File: config.mk
export PLATFORM = sky130hd
export DESIGN_NAME = held_lock_site_census_flat
export DESIGN_NICKNAME = d
export VERILOG_FILES = /design/src/hlsc_pkg.sv /design/src/hlsc_if.sv /design/src/hlsc_ram.sv /design/src/hlsc_ctrl.sv /design/src/hlsc_dp.sv /design/src/held_lock_site_census.sv /design/src/flat_wrapper.sv
export SDC_FILE = /design/constraint.sdc
export NUM_CORES = 2
export LEC_CHECK = 0
export BUFFER_PORTS_ARGS = -buffer_cell sky130_fd_sc_hd__buf_4
export CORE_ASPECT_RATIO = 1.5
export CORE_MARGIN = 4
export CORE_UTILIZATION = 50
export CTS_CLUSTER_SIZE = 28
export DETAILED_ROUTE_END_ITERATION = 16
export HOLD_SLACK_MARGIN = 0.15
export MAX_ROUTING_LAYER = met4
export PLACE_DENSITY = 0.67
export SETUP_SLACK_MARGIN = 0.2
export SYNTH_ARGS = -nofsm -noshare
export SYNTH_HDL_FRONTEND = slang
export SYNTH_SLANG_ARGS = --single-unit
File: constraint.sdc
create_clock -name clk -period 14.1 [get_ports clk]
set_input_delay 1.41 -clock clk [delete_from_list [all_inputs] [get_ports clk]]
set_output_delay 1.41 -clock clk [all_outputs]
set_load 0.005 [all_outputs]
File: src/hlsc_pkg.sv
// ----------------------------------------------------------------------------
// hlsc_pkg
// Shared types and constants of the held-lock site census.
// ----------------------------------------------------------------------------
`default_nettype none

package hlsc_pkg;

	localparam int unsigned SITE_SLOTS_DEF = 16;
	localparam int unsigned DEPTH_W        = 8;
	localparam int unsigned ADDR_W         = 32;
	localparam int unsigned CNT_W          = 32;
	localparam int unsigned DEEP_W         = 7;
	localparam int unsigned SLOT_W         = 4;

	typedef enum logic [1:0] {
		OUT_NONE = 2'd0,
		OUT_NEW  = 2'd1,
		OUT_HIT  = 2'd2,
		OUT_FULL = 2'd3
	} outcome_t;

	typedef enum logic [1:0] {
		ST_IDLE,
		ST_SCAN,
		ST_FINISH
	} state_t;

	// controller to datapath
	typedef struct packed {
		logic take;   // latch request, bump the scalar counters
		logic issue;  // read the next table slot
		logic fill;   // claim the slot under check
		logic bump;   // raise the count of the slot under check
		logic lose;   // no slot took the request
		logic load;   // move the result into the output register
	} cmd_t;

	// datapath to controller
	typedef struct packed {
		logic held_in;     // incoming request holds a lock
		logic issue_done;  // every slot has been read
		logic entry_ready; // read data of the slot under check is present
		logic entry_free;
		logic entry_match;
		logic entry_last;
		logic out_free;    // output register can take a result
	} sts_t;

endpackage

`default_nettype wire

File: src/hlsc_if.sv
// ----------------------------------------------------------------------------
// hlsc_in_if / hlsc_out_if
// Valid/ready channels carrying samples in and census results out.
// ----------------------------------------------------------------------------
`default_nettype none

interface hlsc_in_if;
	logic               valid;
	logic               ready;
	logic signed [7:0]  lock_depth;
	logic        [31:0] held_address;
	logic               in_tick;
	logic               in_quantum_lock;

	modport source (output valid, lock_depth, held_address, in_tick, in_quantum_lock,
		input ready);
	modport sink (input valid, lock_depth, held_address, in_tick, in_quantum_lock,
		output ready);
endinterface

interface hlsc_out_if;
	logic        valid;
	logic        ready;
	logic [31:0] sample_total;
	logic [31:0] unsafe_total;
	logic [31:0] tick_total;
	logic [31:0] quantum_lock_total;
	logic [6:0]  deepest;
	logic [31:0] lost_total;
	logic [1:0]  outcome;
	logic [3:0]  site_slot;
	logic [31:0] site_hits;

	modport source (output valid, sample_total, unsafe_total, tick_total,
		quantum_lock_total, deepest, lost_total, outcome, site_slot, site_hits,
		input ready);
	modport sink (input valid, sample_total, unsafe_total, tick_total,
		quantum_lock_total, deepest, lost_total, outcome, site_slot, site_hits,
		output ready);
endinterface

`default_nettype wire

File: src/hlsc_ram.sv
// ----------------------------------------------------------------------------
// hlsc_ram
// Generic single-write, single-read memory with registered read data.
// ----------------------------------------------------------------------------
`default_nettype none

module hlsc_ram #(
	parameter int unsigned WIDTH = 64,
	parameter int unsigned DEPTH = 16,
	localparam int unsigned AW   = (DEPTH > 1) ? $clog2(DEPTH) : 1
) (
	input  wire logic             clk,
	input  wire logic             we,
	input  wire logic [AW-1:0]    waddr,
	input  wire logic [WIDTH-1:0] wdata,
	input  wire logic             re,
	input  wire logic [AW-1:0]    raddr,
	output logic      [WIDTH-1:0] rdata
);

	logic [WIDTH-1:0] mem_q [DEPTH];

	always_ff @(posedge clk) begin
		if (we) begin
			mem_q[waddr] <= wdata;
		end
		if (re) begin
			rdata <= mem_q[raddr];
		end
	end

endmodule

`default_nettype wire

File: src/hlsc_ctrl.sv
// ----------------------------------------------------------------------------
// hlsc_ctrl
// Sequencer: accept a request, walk the site table, hand over the result.
// ----------------------------------------------------------------------------
`default_nettype none

module hlsc_ctrl
	import hlsc_pkg::*;
(
	input  wire logic clk,
	input  wire logic arst_n,
	input  wire logic in_valid,
	output logic      in_ready,
	input  wire sts_t sts,
	output cmd_t      cmd
);

	state_t state_q, state_d;

	always_ff @(posedge clk or negedge arst_n) begin
		if (!arst_n) begin
			state_q <= ST_IDLE;
		end else begin
			state_q <= state_d;
		end
	end

	always_comb begin
		state_d  = state_q;
		cmd      = '0;
		in_ready = 1'b0;
		unique case (state_q)
			ST_IDLE: begin
				in_ready = 1'b1;
				if (in_valid) begin
					cmd.take = 1'b1;
					state_d  = sts.held_in ? ST_SCAN : ST_FINISH;
				end
			end
			ST_SCAN: begin
				cmd.issue = !sts.issue_done;
				if (sts.entry_ready) begin
					if (sts.entry_free) begin
						cmd.fill = 1'b1;
						state_d  = ST_FINISH;
					end else if (sts.entry_match) begin
						cmd.bump = 1'b1;
						state_d  = ST_FINISH;
					end else if (sts.entry_last) begin
						cmd.lose = 1'b1;
						state_d  = ST_FINISH;
					end
				end
			end
			ST_FINISH: begin
				if (sts.out_free) begin
					cmd.load = 1'b1;
					state_d  = ST_IDLE;
				end
			end
			default: begin
				state_d = ST_IDLE;
			end
		endcase
	end

endmodule

`default_nettype wire

File: src/hlsc_dp.sv
// ----------------------------------------------------------------------------
// hlsc_dp
// Counters, site table with scan pointers, and the output register.
// ----------------------------------------------------------------------------
`default_nettype none

module hlsc_dp
	import hlsc_pkg::*;
#(
	parameter int unsigned SITE_SLOTS = SITE_SLOTS_DEF,
	localparam int unsigned IDX_W     = (SITE_SLOTS > 1) ? $clog2(SITE_SLOTS) : 1
) (
	input  wire logic   clk,
	input  wire logic   arst_n,
	input  wire cmd_t   cmd,
	output sts_t        sts,
	hlsc_in_if.sink     samples,
	hlsc_out_if.source  results
);

	localparam logic [IDX_W-1:0] LAST_IDX = IDX_W'(SITE_SLOTS - 1);

	// request latch
	logic [ADDR_W-1:0] addr_q;

	// scalar counters
	logic [CNT_W-1:0]  sample_q, tick_q, qlock_q, unsafe_q, lost_q;
	logic [DEEP_W-1:0] deep_q;

	// scan pointers
	logic [IDX_W-1:0]  rd_idx_q, chk_idx_q;
	logic              issue_done_q, pend_q;
	logic [SITE_SLOTS-1:0] valid_q;

	// pending result
	outcome_t          outcome_q;
	logic [IDX_W-1:0]  slot_q;
	logic [CNT_W-1:0]  hits_q;

	// table
	logic                      ram_we;
	logic [ADDR_W+CNT_W-1:0]   ram_wdata, ram_rdata;
	logic [ADDR_W-1:0]         ent_addr;
	logic [CNT_W-1:0]          ent_cnt, ent_inc;
	logic [IDX_W+SLOT_W-1:0]   slot_ext;

	// output register
	logic              out_valid_q;
	logic [CNT_W-1:0]  o_sample_q, o_tick_q, o_qlock_q, o_unsafe_q, o_lost_q, o_hits_q;
	logic [DEEP_W-1:0] o_deep_q;
	outcome_t          o_outcome_q;
	logic [SLOT_W-1:0] o_slot_q;

	logic held_in;

	assign held_in  = (samples.lock_depth != '0) && !samples.lock_depth[DEPTH_W-1];
	assign ent_addr = ram_rdata[ADDR_W+CNT_W-1:CNT_W];
	assign ent_cnt  = ram_rdata[CNT_W-1:0];
	assign ent_inc  = ent_cnt + CNT_W'(1);
	assign ram_we   = cmd.fill || cmd.bump;
	assign ram_wdata = cmd.fill ? {addr_q, CNT_W'(1)} : {ent_addr, ent_inc};
	assign slot_ext = {{SLOT_W{1'b0}}, slot_q};

	hlsc_ram #(
		.WIDTH (ADDR_W + CNT_W),
		.DEPTH (SITE_SLOTS)
	) u_table (
		.clk   (clk),
		.we    (ram_we),
		.waddr (chk_idx_q),
		.wdata (ram_wdata),
		.re    (cmd.issue),
		.raddr (rd_idx_q),
		.rdata (ram_rdata)
	);

	always_comb begin
		sts.held_in     = held_in;
		sts.issue_done  = issue_done_q;
		sts.entry_ready = pend_q;
		sts.entry_free  = !valid_q[chk_idx_q] || (ent_cnt == '0);
		sts.entry_match = (ent_addr == addr_q);
		sts.entry_last  = (chk_idx_q == LAST_IDX);
		sts.out_free    = !out_valid_q || results.ready;
	end

	// counters, scan and table bookkeeping
	always_ff @(posedge clk or negedge arst_n) begin
		if (!arst_n) begin
			sample_q     <= '0;
			tick_q       <= '0;
			qlock_q      <= '0;
			unsafe_q     <= '0;
			lost_q       <= '0;
			deep_q       <= '0;
			valid_q      <= '0;
			rd_idx_q     <= '0;
			chk_idx_q    <= '0;
			issue_done_q <= 1'b0;
			pend_q       <= 1'b0;
			outcome_q    <= OUT_NONE;
			slot_q       <= '0;
			hits_q       <= '0;
		end else begin
			if (cmd.take) begin
				sample_q <= sample_q + CNT_W'(1);
				if (samples.in_tick) begin
					tick_q <= tick_q + CNT_W'(1);
				end
				if (samples.in_quantum_lock) begin
					qlock_q <= qlock_q + CNT_W'(1);
				end
				if (held_in) begin
					unsafe_q <= unsafe_q + CNT_W'(1);
					if (samples.lock_depth[DEEP_W-1:0] > deep_q) begin
						deep_q <= samples.lock_depth[DEEP_W-1:0];
					end
				end
				rd_idx_q     <= '0;
				issue_done_q <= 1'b0;
				pend_q       <= 1'b0;
				outcome_q    <= OUT_NONE;
				slot_q       <= '0;
				hits_q       <= '0;
			end else if (cmd.issue) begin
				chk_idx_q <= rd_idx_q;
				pend_q    <= 1'b1;
				if (rd_idx_q == LAST_IDX) begin
					issue_done_q <= 1'b1;
				end else begin
					rd_idx_q <= rd_idx_q + IDX_W'(1);
				end
			end else begin
				pend_q <= 1'b0;
			end

			if (cmd.fill) begin
				valid_q[chk_idx_q] <= 1'b1;
				outcome_q          <= OUT_NEW;
				slot_q             <= chk_idx_q;
				hits_q             <= CNT_W'(1);
			end
			if (cmd.bump) begin
				outcome_q <= OUT_HIT;
				slot_q    <= chk_idx_q;
				hits_q    <= ent_inc;
			end
			if (cmd.lose) begin
				lost_q    <= lost_q + CNT_W'(1);
				outcome_q <= OUT_FULL;
			end
		end
	end

	always_ff @(posedge clk) begin
		if (cmd.take) begin
			addr_q <= samples.held_address;
		end
	end

	// output register
	always_ff @(posedge clk or negedge arst_n) begin
		if (!arst_n) begin
			out_valid_q <= 1'b0;
		end else if (cmd.load) begin
			out_valid_q <= 1'b1;
		end else if (results.ready) begin
			out_valid_q <= 1'b0;
		end
	end

	always_ff @(posedge clk) begin
		if (cmd.load) begin
			o_sample_q  <= sample_q;
			o_unsafe_q  <= unsafe_q;
			o_tick_q    <= tick_q;
			o_qlock_q   <= qlock_q;
			o_deep_q    <= deep_q;
			o_lost_q    <= lost_q;
			o_outcome_q <= outcome_q;
			o_slot_q    <= slot_ext[SLOT_W-1:0];
			o_hits_q    <= hits_q;
		end
	end

	assign results.valid              = out_valid_q;
	assign results.sample_total       = o_sample_q;
	assign results.unsafe_total       = o_unsafe_q;
	assign results.tick_total         = o_tick_q;
	assign results.quantum_lock_total = o_qlock_q;
	assign results.deepest            = o_deep_q;
	assign results.lost_total         = o_lost_q;
	assign results.outcome            = o_outcome_q;
	assign results.site_slot          = o_slot_q;
	assign results.site_hits          = o_hits_q;

endmodule

`default_nettype wire

File: src/held_lock_site_census.sv
// ----------------------------------------------------------------------------
// held_lock_site_census
// Per-processor census of interrupt samples taken while a lock is held.
// ----------------------------------------------------------------------------
//
//   channel   | dir | handshake    | carries
//   ----------+-----+--------------+---------------------------------------------
//   samples   | in  | valid/ready  | lock_depth, held_address, in_tick,
//             |     |              | in_quantum_lock
//   results   | out | valid/ready  | running totals, deepest, outcome, site_slot,
//             |     |              | site_hits
//
// A request with no lock held goes straight to the finish state and is loaded
// into the output register once that is free. A held request walks the site
// table one slot per cycle through the registered read port of the table
// memory and stops at the first free or matching slot, or after the last slot
// when the table is full. The next request is accepted in the cycle after the
// load. One request is in flight at a time; a new one is accepted while the
// previous result still waits in the output register. A stalled results
// channel holds the sequencer before the result is loaded, never the table.
// Reset clears every counter and all slot valid flags at once, so the table
// reads as empty straight away; no clearing pass is run.
// ----------------------------------------------------------------------------
`default_nettype none

module held_lock_site_census
	import hlsc_pkg::*;
#(
	parameter int unsigned SITE_SLOTS = SITE_SLOTS_DEF
) (
	input wire logic   clk,
	input wire logic   arst_n,
	hlsc_in_if.sink    samples,
	hlsc_out_if.source results
);

	// command and status between sequencer and datapath
	cmd_t cmd;
	sts_t sts;

	// sequencer: accept, scan, hand over
	hlsc_ctrl u_ctrl (
		.clk      (clk),
		.arst_n   (arst_n),
		.in_valid (samples.valid),
		.in_ready (samples.ready),
		.sts      (sts),
		.cmd      (cmd)
	);

	// counters, site table and output register
	hlsc_dp #(
		.SITE_SLOTS (SITE_SLOTS)
	) u_dp (
		.clk     (clk),
		.arst_n  (arst_n),
		.cmd     (cmd),
		.sts     (sts),
		.samples (samples),
		.results (results)
	);

endmodule

`default_nettype wire

File: src/flat_wrapper.sv
// flat-port wrapper written by rule: the top's interface ports become plain ports
module held_lock_site_census_flat import hlsc_pkg::*;
#(
	parameter int unsigned SITE_SLOTS = SITE_SLOTS_DEF
)
  (clk, arst_n, samples_valid, samples_lock_depth, samples_held_address, samples_in_tick, samples_in_quantum_lock, samples_ready, results_valid, results_sample_total, results_unsafe_total, results_tick_total, results_quantum_lock_total, results_deepest, results_lost_total, results_outcome, results_site_slot, results_site_hits, results_ready);
  hlsc_in_if samples_i ();
  hlsc_out_if results_i ();
  input wire logic clk;
  input wire logic arst_n;
  input wire logic [$bits(samples_i.valid)-1:0] samples_valid;
  input wire logic [$bits(samples_i.lock_depth)-1:0] samples_lock_depth;
  input wire logic [$bits(samples_i.held_address)-1:0] samples_held_address;
  input wire logic [$bits(samples_i.in_tick)-1:0] samples_in_tick;
  input wire logic [$bits(samples_i.in_quantum_lock)-1:0] samples_in_quantum_lock;
  output wire logic [$bits(samples_i.ready)-1:0] samples_ready;
  output wire logic [$bits(results_i.valid)-1:0] results_valid;
  output wire logic [$bits(results_i.sample_total)-1:0] results_sample_total;
  output wire logic [$bits(results_i.unsafe_total)-1:0] results_unsafe_total;
  output wire logic [$bits(results_i.tick_total)-1:0] results_tick_total;
  output wire logic [$bits(results_i.quantum_lock_total)-1:0] results_quantum_lock_total;
  output wire logic [$bits(results_i.deepest)-1:0] results_deepest;
  output wire logic [$bits(results_i.lost_total)-1:0] results_lost_total;
  output wire logic [$bits(results_i.outcome)-1:0] results_outcome;
  output wire logic [$bits(results_i.site_slot)-1:0] results_site_slot;
  output wire logic [$bits(results_i.site_hits)-1:0] results_site_hits;
  input wire logic [$bits(results_i.ready)-1:0] results_ready;
  assign samples_i.valid = samples_valid;
  assign samples_i.lock_depth = samples_lock_depth;
  assign samples_i.held_address = samples_held_address;
  assign samples_i.in_tick = samples_in_tick;
  assign samples_i.in_quantum_lock = samples_in_quantum_lock;
  assign samples_ready = samples_i.ready;
  assign results_valid = results_i.valid;
  assign results_sample_total = results_i.sample_total;
  assign results_unsafe_total = results_i.unsafe_total;
  assign results_tick_total = results_i.tick_total;
  assign results_quantum_lock_total = results_i.quantum_lock_total;
  assign results_deepest = results_i.deepest;
  assign results_lost_total = results_i.lost_total;
  assign results_outcome = results_i.outcome;
  assign results_site_slot = results_i.site_slot;
  assign results_site_hits = results_i.site_hits;
  assign results_i.ready = results_ready;
  held_lock_site_census #(.SITE_SLOTS(SITE_SLOTS)) u_core (.clk(clk), .arst_n(arst_n), .samples(samples_i), .results(results_i));
endmodule
Word-level counts from Yosys, hierarchy flattened
Memory sizes are Yosys's and may differ from the RTL's. A register that Yosys moved wholly into a read port is not among the register bits.
Cells that the tools add are included.
Widths: inputs -> output; s select.

storage, ports and cells
  register bits = 471
  latch bits = 0
  RAM bits = 1024
  bits in read-only memories = 0
  input bits = 46
  output and inout bits = 207
  logic and storage cells = 121
  memories kept = 1

memory list
  name                       words  width  rd ports  clocked after Yosys merged registers in  wr ports  line            text
  u_core.u_dp.u_table.mem_q  16     64     1         1                                        1         hlsc_ram.sv:21  logic [WIDTH-1:0] mem_q [DEPTH];

operators by class
  add/subtract/negate cells = 7
  multipliers = 0
  div/mod/pow operators = 0
  $lt $le $gt $ge = 3
  eq/ne operators = 10
  shift operators = 0
  mux-type cells = 47
  bitwise operators = 2
  reduce and logical (&&, ||, !) cells = 25

operators with widths
  operator               number
  $add 32x1->32 const B  6
  $mux 32                3
  $mux 64                1
  $eq 32x32->1           1
  $logic_not 32->1       1
  $mux 4                 7
  $mux 2                 12
  $mux 1                 20
  $or 16x16->16          1
  $reduce_and 2->1       6
  $eq 4x4->1 const B     2
  $reduce_bool 8->1      1
  $gt 7x7->1             1
  $pmux 2 s3             1
  $reduce_bool 2->1      3
  $lt 4x5->1 const B     1
  $add 4x1->4 const B    1
  $bmux 1 s4             1
  $demux 1 s4            1
  $ge 4x1->1 const B     1
  $logic_not 1->1        4
  $ne 2x1->1 const B     2
  $ne 2x2->1 const B     2
  $ne 4x1->1 const B     1
  11 further kinds       14

Depth between registers and ports, before layout
  word-level depth = 10
  mapped depth = 10
  depth with buffers taken out = 8

Worst setup path after synthesis
OpenSTA, ideal clock, no wires.

  path type = input to register
  start point = input results_ready
  end point = register u_core.u_dp.o_deep_q[0], in the netlist u_core.u_dp.results.deepest[0], enable pin
  library setup time = 0.840 ns
  arrival = 11.300 ns
  data required time = 13.260 ns
  slack = 1.960 ns
  stages = 2
  buffers on the path = 0
  cell sequence = inv_1 a21oi_1

RTL lines
  element               line                text
  from (decl)           flat_wrapper.sv:27  input wire logic [$bits(results_i.ready)-1:0] results_ready;
  to (signal assigned)  hlsc_dp.sv:178      o_deep_q <= deep_q;
  to (decl)             hlsc_dp.sv:50       logic [DEEP_W-1:0] o_deep_q;

Worst setup path in the final report
  start point = register u_core.u_dp.addr_q[27]
  end point = memory u_core.u_dp.u_table.mem_q[8][38], enable pin

between the ends
  cells in the longest elaborated chain, start to end = 8

RTL lines
  element                       line             text
  from (decl)                   hlsc_dp.sv:24    logic [ADDR_W-1:0] addr_q;
  from (signal assigned)        hlsc_dp.sv:157   addr_q <= samples.held_address;
  $eq 32x32->1                  hlsc_dp.sv:82    sts.entry_match = (ent_addr == addr_q);
  $mux 1                        hlsc_ctrl.sv:46  end else if (sts.entry_match) begin
  $mux 2                        hlsc_ctrl.sv:43  if (sts.entry_free) begin
  $mux 3                        hlsc_ctrl.sv:42  if (sts.entry_ready) begin
  $mux 4                        hlsc_ctrl.sv:32  unique case (state_q)
  $logic_or 1x1->1              hlsc_dp.sv:60    assign ram_we = cmd.fill || cmd.bump;
  $mux 1                        hlsc_ram.sv:24   if (we) begin
  $mux 1 (not written as such)  hlsc_ram.sv:25   mem_q[waddr] <= wdata;
  to (decl)                     hlsc_ram.sv:21

Every way passes these cells.

==> flow_metrics.tcl <==
set metrics [dict create \
    status "finished clean" \
    slowest_delay_ns 0.70 \
    use_met1 0.279 \
    cts.reportedPaths.clkPinSlew_ns 0.06 \
    crit_buf_inv 2 \
    grt_max_degree 120 \
    critPathMostFrequentCell "buf_4" \
    drive_above_1_share 0.278 \
    cts.sink_count 1559 \
    grt_use_met2 0.356 \
    post_drt_wl_per_cell_um 26.1 \
    ir_drop_mv 0.121 \
    viasPerCell 5.89 \
    tightest_slew_ns 1.21 \
    synth_cells 2942 \
    crit_start "u_core.u_dp.addr_q[27]" \
    insertion_delay_ns 0.75 \
    ys_seq_area_frac 0.764 \
    crit_chain "xor2_1 > nor4_1 > nand4_1 > or2_2 > a21oi_2 > buf_4 > and3_4 > buf_4" \
    die_w_um 290 \
    final.setup.worst_slack_ns 9.36 \
    tns_ns 0 \
    nFillCells 8602 \
    core-area_mm2 0.119 \
    cts_setup_buffers 0 \
    regArea_mm2 0.0457 \
    first_pass_iters 5 \
    start_util 0.502 \
    vias 29151 \
    rsz0062_at_grt "false" \
    diodes 0 \
    wirelength_mm 129 \
    power_density_mw_per_mm2 182 \
    dp_slack_ns 9.29 \
    syn_to_final_growth_pct 14.3 \
    synth_top_area_frac 0.666 \
    fin_skew_ns 0.0284 \
    p_leak_nw 23.2 \
    synth.most_common_cell "edfxtp_1" \
    grt_pass1_wl_mm 197 \
    synth_seq_cells 1559 \
    cts_hold_buf 0 \
    cts_made_buffers 142 \
    cts_resized 0 \
    synth_common_cells "edfxtp_1 (1325), mux4_2 (322), dfrtp_1 (234), nand2_1 (128), xor2_1 (118)" \
    die_area_mm2 0.125 \
    synthesis.nets 3003 \
    hold_viol 0 \
    grt_overflow 0 \
    critPathMaxFanout 41 \
    grt.total_usage 0.215 \
    required_ns 14.48 \
    grt_antenna_before_repair 2 \
    fp-row-count 155 \
    min-delay-start "u_core.u_dp.hits_q[20]" \
    yosysWarnings 0 \
    worst_hold_slack_ns 0.444 \
    synth_top_cells_by_area "edfxtp_1 (67%), mux4_2 (12%), dfrtp_1 (9.8%)" \
    route.detailed.drc 0 \
    fin_crit_sh 0.336 \
    maxSlewViolCount 0 \
    reg_top3 "u_core.u_dp.u_table.mem_q x1024, u_core.u_dp.u_table.rdata x64" \
    grt.met3_usage 0.0348 \
    cts_tree "built" \
    drtIter0Drc 2610 \
    postRouteAntennaNets 0 \
    total_power_mw 12.4 \
    cap_viol_max_count 0 \
    r2r_start "u_core.u_dp.addr_q[27]" \
    pin_count 253 \
    fp.dieH_um 431 \
    ys_async_sr_fraction 0.150 \
    yosys.area.top_type "edfxtp_1" \
    avgSynthCellArea_um2 20.3 \
    root_buffer "clkbuf_16" \
    max_freq_mhz 211 \
    yosysUniqueCellTypes 59 \
    nets 3326 \
    place_area_mm2 0.0636 \
    grt_pass1_vias 30289 \
    synth_flop_cell "edfxtp_1" \
    cp_data_arrival_time_ns 5.12 \
    synth.cell_area_mm2 0.0597 \
    timing_worst_setup_path_type "reg -> reg" \
    worstSetupEndpointType "flip-flop" \
    finalWeightedCongestion 0.835 \
    setup_violations 0 \
    multi_input_area_mm2 0.0136 \
    clk_path_buf_depth 3 \
    startpoint_type "flip-flop" \
    port_buffers 252 \
    fin_area_mm2 0.0683 \
    fin_crit_ns 4.74 \
    grt_busiest_layer "met2" \
    synth-edff-count 1325 \
    largest_register "u_core.u_dp.u_table.mem_q" \
    hold_class "reg -> reg" \
    largest_reg_flops 1024 \
    critPathSlowestCell "nor4_1" \
    cts_max_level 4 \
    crit_family "simple AND/OR/NAND/NOR gates" \
    dpl.hpwl_mm 75.5 \
    relSlewSlack 0.188 \
]
[layout make-up]
| class | count | share of cell area |
|---|---|---|
| clock inverters | 86 | 0.0128 |
| clock buffers | 174 | 0.0560 |
| repair buffers | 303 | 0.0334 |
| multi-input cells | 1234 | 0.199 |
| flip-flops and latches | 1559 | 0.669 |
| well taps | 1570 | 0.0288 |
| inverters | 25 | 0.00137 |
[layout by cell type (no fill, tap or decap), types with 24 or more instances in the layout]
| cell | n |
|---|---|
| xor2_1 | 118 |
| clkbuf_16 | 149 |
| inv_1 | 24 |
| o21ai_0 | 42 |
| clkinv_1 | 25 |
| clkinv_2 | 27 |
| clkbuf_1 | 25 |
| nand4_1 | 52 |
| nor2_1 | 68 |
| and3_1 | 34 |
| nor3_1 | 38 |
| nand3_1 | 66 |
| mux4_2 | 322 |
| buf_4 | 301 |
| nor4_1 | 32 |
| nand2_1 | 127 |
| xnor2_1 | 101 |
| dfrtp_1 | 230 |
| edfxtp_1 | 1325 |
| mux2_2 | 40 |
[through the flow]
step | cells | utilization
global placement | 4690 | 0.535
CTS | 4951 | 0.574
global route | 4951 | 0.574
finish | 4951 | 0.574
detailed placement | 4691 | 0.535
floorplan | 2942 | -
[worst paths after layout]
check | to | slack, ns | depth (start not counted)
min in group asynchronous | u_core.u_dp.tick_q[15] | 0.73 | 1
worst max-delay path | u_core.u_dp.u_table.mem_q[8][38] | 9.36 | 8
worst min-delay path | u_core.u_dp.results.site_hits[20] | 0.44 | 0
worst max register to register | u_core.u_dp.u_table.mem_q[8][38] | 9.36 | 8
worst min register to register | u_core.u_dp.results.site_hits[20] | 0.44 | 0
max in group asynchronous | u_core.u_dp.sample_q[29] | 11.28 | 3
[worst reg2reg max path: cells and delay by family (launching register included)]
kind            cells  cell delay, ns
buf+inv             2            1.06
compound gates      1            0.16
flops               1            0.42
xor+xnor            1            0.18
simple gates        4            2.52
[layer usage]
layer | routed length [um] | up-vias
met1 | 51900 | 15356
met5 | 0 | -
li1 | - | 12465
met4 | 3540 | 0
met2 | 66400 | 1101
met3 | 7580 | 229
[kinds of logic (layout without fill, tap and decap cells)]
group | count (synthesis) | after routing | synth area share
flops | 1559 | 1559 | 0.764
simple gates | 543 | 543 | 0.0494
mux | 373 | 373 | 0.131
xor+xnor | 219 | 219 | 0.0321
buf+inv | 149 | 588 | 0.0106
compound gates | 84 | 84 | 0.00934
fa+ha+maj | 15 | 15 | 0.00314
[where the power goes]
part / internal, mW / switching, mW / leakage [nW]
clock: 2.23 / 1.63 / 2.29
sequential: 5.86 / 0.294 / 15.2
combinational: 1.00 / 1.38 / 5.72
total: 9.10 / 3.30 / 23.2
No activity file was read; power rests on OpenSTA's default activity.
